$ cat src/assert_macros.svh
// Assertion helpers for the list logic.
`ifndef ASSERT_MACROS_SVH
`define ASSERT_MACROS_SVH

// Check a condition at every clock edge outside reset.
`define OL_ASSERT(lbl, cond, msg) \
  lbl: assert property (@(posedge clk) disable iff (rst) (cond)) else $error(msg);

// Check that a condition in one cycle implies another in the next.
`define OL_ASSERT_NEXT(lbl, ante, cons, msg) \
  lbl: assert property (@(posedge clk) disable iff (rst) (ante) |=> (cons)) else $error(msg);

`endif

$ cat src/ol_pkg.sv
package ol_pkg;

  // Operation codes on the opcode port
  localparam logic [2:0] OP_APPEND = 3'd0;
  localparam logic [2:0] OP_TOP    = 3'd1;
  localparam logic [2:0] OP_BOTTOM = 3'd2;
  localparam logic [2:0] OP_UP     = 3'd3;
  localparam logic [2:0] OP_DOWN   = 3'd4;
  localparam logic [2:0] OP_ASK    = 3'd5;
  localparam logic [2:0] OP_QUERY  = 3'd6;

  // Status codes on the status port
  localparam logic [2:0] ST_OK      = 3'd0;
  localparam logic [2:0] ST_UNKNOWN = 3'd1;
  localparam logic [2:0] ST_FULL    = 3'd2;
  localparam logic [2:0] ST_BADPOS  = 3'd3;
  localparam logic [2:0] ST_NONEIGH = 3'd4;
  localparam logic [2:0] ST_DUP     = 3'd5;

  // Update broadcast to every cell of the chain
  typedef enum logic [2:0] {
    CMD_NONE,
    CMD_APPEND,
    CMD_TOP,
    CMD_BOTTOM,
    CMD_UP,
    CMD_DOWN
  } ol_cmd_t;

  typedef struct packed {
    ol_cmd_t    cmd;
    logic [7:0] key;
  } ol_ctl_t;

endpackage

$ cat src/ol_cell.sv
module ol_cell
  import ol_pkg::*;
#(
  parameter int IW  = 8,
  parameter int IDX = 0
) (
  input  logic          clk,
  input  ol_ctl_t       ctl,
  input  logic [IW-1:0] idx,
  input  logic [IW:0]   length,
  input  logic [7:0]    left,
  input  logic [7:0]    right,
  output logic [7:0]    value,
  output logic          match
);

  localparam logic [IW:0] ME  = (IW+1)'(IDX);
  localparam logic [IW:0] ME1 = (IW+1)'(IDX + 1);

  logic [IW:0] idx_w;
  logic [IW:0] last;
  logic [7:0]  value_next;

  assign idx_w = {1'b0, idx};
  assign last  = length - 1'b1;

  // Flag this slot when it is in use and holds the key
  assign match = (ME < length) && (value == ctl.key);

  // Pick the new word: keep, take the key, or take a neighbor
  always_comb begin
    value_next = value;
    case (ctl.cmd)
      CMD_APPEND: begin
        if (ME == length) value_next = ctl.key;
      end
      CMD_TOP: begin
        if (ME == '0) value_next = ctl.key;
        else if (ME <= idx_w) value_next = left;
      end
      CMD_BOTTOM: begin
        if (ME == last) value_next = ctl.key;
        else if (ME >= idx_w && ME < last) value_next = right;
      end
      CMD_UP: begin
        if (ME1 == idx_w) value_next = ctl.key;
        else if (ME == idx_w) value_next = left;
      end
      CMD_DOWN: begin
        if (ME == idx_w + 1'b1) value_next = ctl.key;
        else if (ME == idx_w) value_next = right;
      end
      default: value_next = value;
    endcase
  end

  always_ff @(posedge clk) begin
    value <= value_next;
  end

endmodule

$ cat config.mk
export PLATFORM = sky130hd
export DESIGN_NAME = ol_cell
export DESIGN_NICKNAME = d
export VERILOG_FILES = /design/src/assert_macros.svh /design/src/ol_pkg.sv /design/src/ol_cell.sv
export SDC_FILE = /design/constraint.sdc
export NUM_CORES = 1
export LEC_CHECK = 0
export BUFFER_PORTS_ARGS = -buffer_cell sky130_fd_sc_hd__buf_2
export CORE_MARGIN = 2
export CORE_UTILIZATION = 40
export DETAILED_ROUTE_END_ITERATION = 12
export GPL_TIMING_DRIVEN = 0
export PLACE_DENSITY = 0.85
export SLEW_MARGIN = 10
export SYNTH_ARGS = -nofsm -noshare
export SYNTH_HDL_FRONTEND = slang
export SYNTH_SLANG_ARGS = --single-unit
$ cat constraint.sdc
create_clock -name clk -period 2.5 [get_ports clk]
set_input_delay 0.25 -clock clk [delete_from_list [all_inputs] [get_ports clk]]
set_output_delay 0.25 -clock clk [all_outputs]
set_load 0.05 [all_outputs]
-- Word-level counts from Yosys, hierarchy flattened
Cells that the tools add are included.
- register bits after elaboration: 8
- input bits: 45
- output and inout bits: 9
- add/sub/neg operators: 2
- order comparisons: 3
- equality and inequality tests: 11
- multiplexer cells: 8
- reduce and logical (&&, ||, !) cells: 8
- operator list (cell ; count):
    2-to-1 mux 8 bit ; 7
    case mux 8 bit (5 select lines) ; 1
    logical NOT 9 bit ; 4
    less-than comparator 1 x 9 -> 1 bit, first input constant ; 2
    adder 8 x 1 -> 9 bit, second input constant ; 1
    != test 3 bit, second input constant ; 3
    subtractor 9 x 1 -> 9 bit, second input constant ; 1
    equality test 1 x 8 -> 1 bit, first input constant ; 1
    equality test 8 bit ; 1
    >= comparator 1 x 8 -> 1 bit, first input constant ; 1
    equality test 3 x 2 -> 1 bit, second input constant ; 2
    equality test 3 bit, second input constant ; 2
    AND reduction 5 bit ; 1
    nonzero test 5 bit ; 1
    equality test 3 x 1 -> 1 bit, second input constant ; 1
    logical AND 1 bit ; 2
    != test 2 bit, second input constant ; 1

-- Depth between registers and ports, before layout
- depth in word-level cells: 6
- gate-level depth with buffers: 9

-- Worst setup path before layout
No wires, ideal clock.
- kind: input to register
- start point: input port length[0]
- end point: register value[0], enable pin
- setup time: 0.378 ns
- arrival: 2.067 ns
- data required time: 2.122 ns
- setup slack: 0.055 ns
- cell stages on the path: 7
- cells stage by stage: inv_1 > ha_1 > o41ai_1 > nand3_1 > or2_1 > buf_6 > a31oi_1
- cells in the longest elaborated chain, start to end: 5
- RTL lines (item ; RTL line ; source):
    start: declaration ; ol_cell.sv:10 ; input logic [IW:0] length,
    subtractor 9 x 1 -> 9 bit ; ol_cell.sv:25 ; assign last = length - 1'b1;
    less-than comparator 1 x 9 -> 1 bit ; ol_cell.sv:43 ; else if (ME >= idx_w && ME < last) value_next = right;
    logical AND 1 bit ; ol_cell.sv:43 ;
    != test 3 bit (no source line) ; -- ;
    AND reduction 5 bit (no source line) (*) ; -- ;
    end signal: assignment ; ol_cell.sv:58 ; value <= value_next;
    end: declaration ; ol_cell.sv:13 ; output logic [7:0] value,
Mark *: on every way between the ends. The rest lies on a longest branch, timed or not.
A chain may end at the register's enable or synchronous reset.

-- Worst setup path after layout
- start point: input port length[0]
- end point: register value[4], enable pin
Same word-level chain as after synthesis.

==> run metrics <==
Inserted Diodes 0; DRT iter0 DRCs 73; Worst setup SP type input port; Row Count 18; Pleak between 0.5 and 0.6 nW; Reg with most FFs value; TNS Setup 0 ns; total global-route track usage 0.213; synthesized instance count about 120; post-CTS setup buffer count 0; # DRC 0; initial core utilization 0.418; Final Instance Area ~0.0014 sq mm; max-capacitance violation count 0; Worst Setup Path Type in2reg; Worst EP required 2.42 ns; Via Count between 1k and 1.5k; fmax about 0.43 GHz; Seq/Total Area, Yosys 0.236; fin crit share 0.931; biggest regs value: 8 flops; fin util 0.560; Chip Height roughly 54 microns; Hold Slack ~0.44 ns; worst path cell trace buf_2 > inv_1 > ha_1 > o41ai_1 > nand3_2 > or2_1 > buf_6 > a31oi_4; vias per cell ~6; post-DP HPWL 2.49 mm; first-pass GRT wire length approximately 4.7 mm; Routability Congestion approximately 0.8; IO Count 54; final WL 3.18 mm; status finished clean; DR pass1 iterations 4; H-tree depth 1; number of synthesis warnings 0; post-route antenna net violation count 0; final critical-path required period 2.33 ns; total core area about 0.0024 sq mm; post-detailed-route wirelength per cell 15.4 microns; initial antenna violation count 0; clock slew at reported path FFs around 0.06 ns; power per cell area ~370 mW/mm^2; clock tree from TritonCTS done; Distinct cells, synth 38; largest net degree at the start of global routing 11; Post-synth top flop edfxtp_1; Least-Margin Pin Slew ~1.3 ns; vias in the first global route 1127; max reg flops 8; Layout fillers between 200 and 250; slew margin rel. 0.155; Arr. time, crit path ~2.3 ns; Worst Hold Class in2reg; area of the mapped netlist ~0.0010 sq mm; Layout Nets ~230; slowest cell on the critical path o41ai_1; max incr delay on CP around 0.53 ns; Area after DPL 0.00132 sq mm; Slew Viols, Final 0; #FFs+latches synth 8; die width between 50 and 60 microns; number of synthesized flops with an enable pin 8; Area growth syn-to-layout 33.9%; grt total ovfl 0; Worst VDD drop 0.000223 V; syn_nets 168; RSZ-0062 raised after global routing false; clock sink count 8; CTS Root Cell clkbuf_4; ys async rst share 0; final hold violation count 0; hold buffer count at CTS 0; CP delay by family, top compound AO/OA/AOI/OAI gates; CTS buffer count 3; CP bufs+invs 3; I/O Buffers 53; Worst setup EP type flip-flop; layout cells sized above 1 0.395; die footprint 0.00296 sq mm; # setup viols final 0; crit path max fanout 9; Clock Tree Buf Depth 2; Syn Area/Cell between 8 and 9 sq um
==> metal layers <==
| layer | GRT usage | vias to the layer above | share of wire |
|---|---|---|---|
| met3 | 0.0301 | 7 | 0.10 |
| met2 | 0.398 | 79 | 0.47 |
| met1 | 0.245 | 579 | 0.41 |
| met4 | 0.0708 | 0 | 0.018 |
| li1 | - | 612 | - |
| met5 | 0 | - | 0 |
==> timing repair <==
action / 4_1_cts / 5_1_grt
hold endpoints to repair: 0 / 0
endpoints found under the setup margin: 8 / 8
gates resized for setup: 2 / 1
pin swaps: 0 / 0
==> metrics by stage <==
stage	worst slack, ns	cells	power, mW
after floorplan	0.0552	121	0.317
after global placement	-0.538	204	0.388
after detailed placement	-0.602	204	0.398
after CTS	0.0961	207	0.498
after global routing	0.0222	207	0.527
final	0.172	207	0.500
==> path summary, 6_finish.rpt <==
kind	slack [ns]	endpoint	start	cells after the start
worst max-delay path	0.17	value[4]$_DFFE_PP_	length[0]	8
worst min-delay path	0.44	value[1]$_DFFE_PP_	ctl[1]	3
==> final cells by class <==
cell class / instances / area [sq um] / share of cell area
inverter: 3 / 11.3 / 0.00826
clock buffer: 3 / 22.5 / 0.0165
multi-input combinational: 102 / 739 / 0.543
timing repair buffer: 53 / 265 / 0.195
sequential: 8 / 240 / 0.176
tap: 30 / 37.5 / 0.0275
buffer: 8 / 46.3 / 0.0340
==> cells in the final DEF, fill, tap and decap left out, types with 2 or more instances in the layout <==
cell	count
buf_2	54
nor2_1	11
nor4_1	10
nand2_1	9
a21oi_1	9
a221o_1	8
o22ai_1	8
a211oi_2	8
xnor2_1	8
edfxtp_1	8
inv_1	3
nor3_1	3
clkbuf_1	3
nand4_1	3
clkbuf_4	3
buf_6	2
nand2b_1	2
buf_1	2
ha_1	2
==> cell families after synthesis <==
logic type | synth area share
AND/OR/NAND/NOR | 0.256
XOR/XNOR | 0.0689
buffers and inverters | 0.0566
adder cells (fa/ha/maj) | 0.0246
AO/OA/AOI/OAI | 0.358
flip-flops | 0.236
==> where the power goes <==
part / internal [mW] / total (mW) / switching (mW)
logic: 0.0932 / 0.230 / 0.137
clock network: 0.0550 / 0.0993 / 0.0444
registers: 0.164 / 0.171 / 0.00684
total: 0.312 / 0.500 / 0.188
==> synth_stat cells, drive strengths merged (2+ instances only) <==
master | count | area share
nor2 | 11 | 0.041
nor4 | 10 | 0.062
a211oi | 9 | 0.11
a21oi | 9 | 0.044
nand2 | 9 | 0.033
a221o | 8 | 0.079
edfxtp | 8 | 0.24
o22ai | 8 | 0.049
xnor2 | 8 | 0.069
buf | 5 | 0.034
clkbuf | 3 | 0.011
inv | 3 | 0.011
nand4 | 3 | 0.018
nor3 | 3 | 0.015
a31oi | 2 | 0.012
ha | 2 | 0.025
nand2b | 2 | 0.012
No activity file was read; power rests on OpenSTA's default activity.
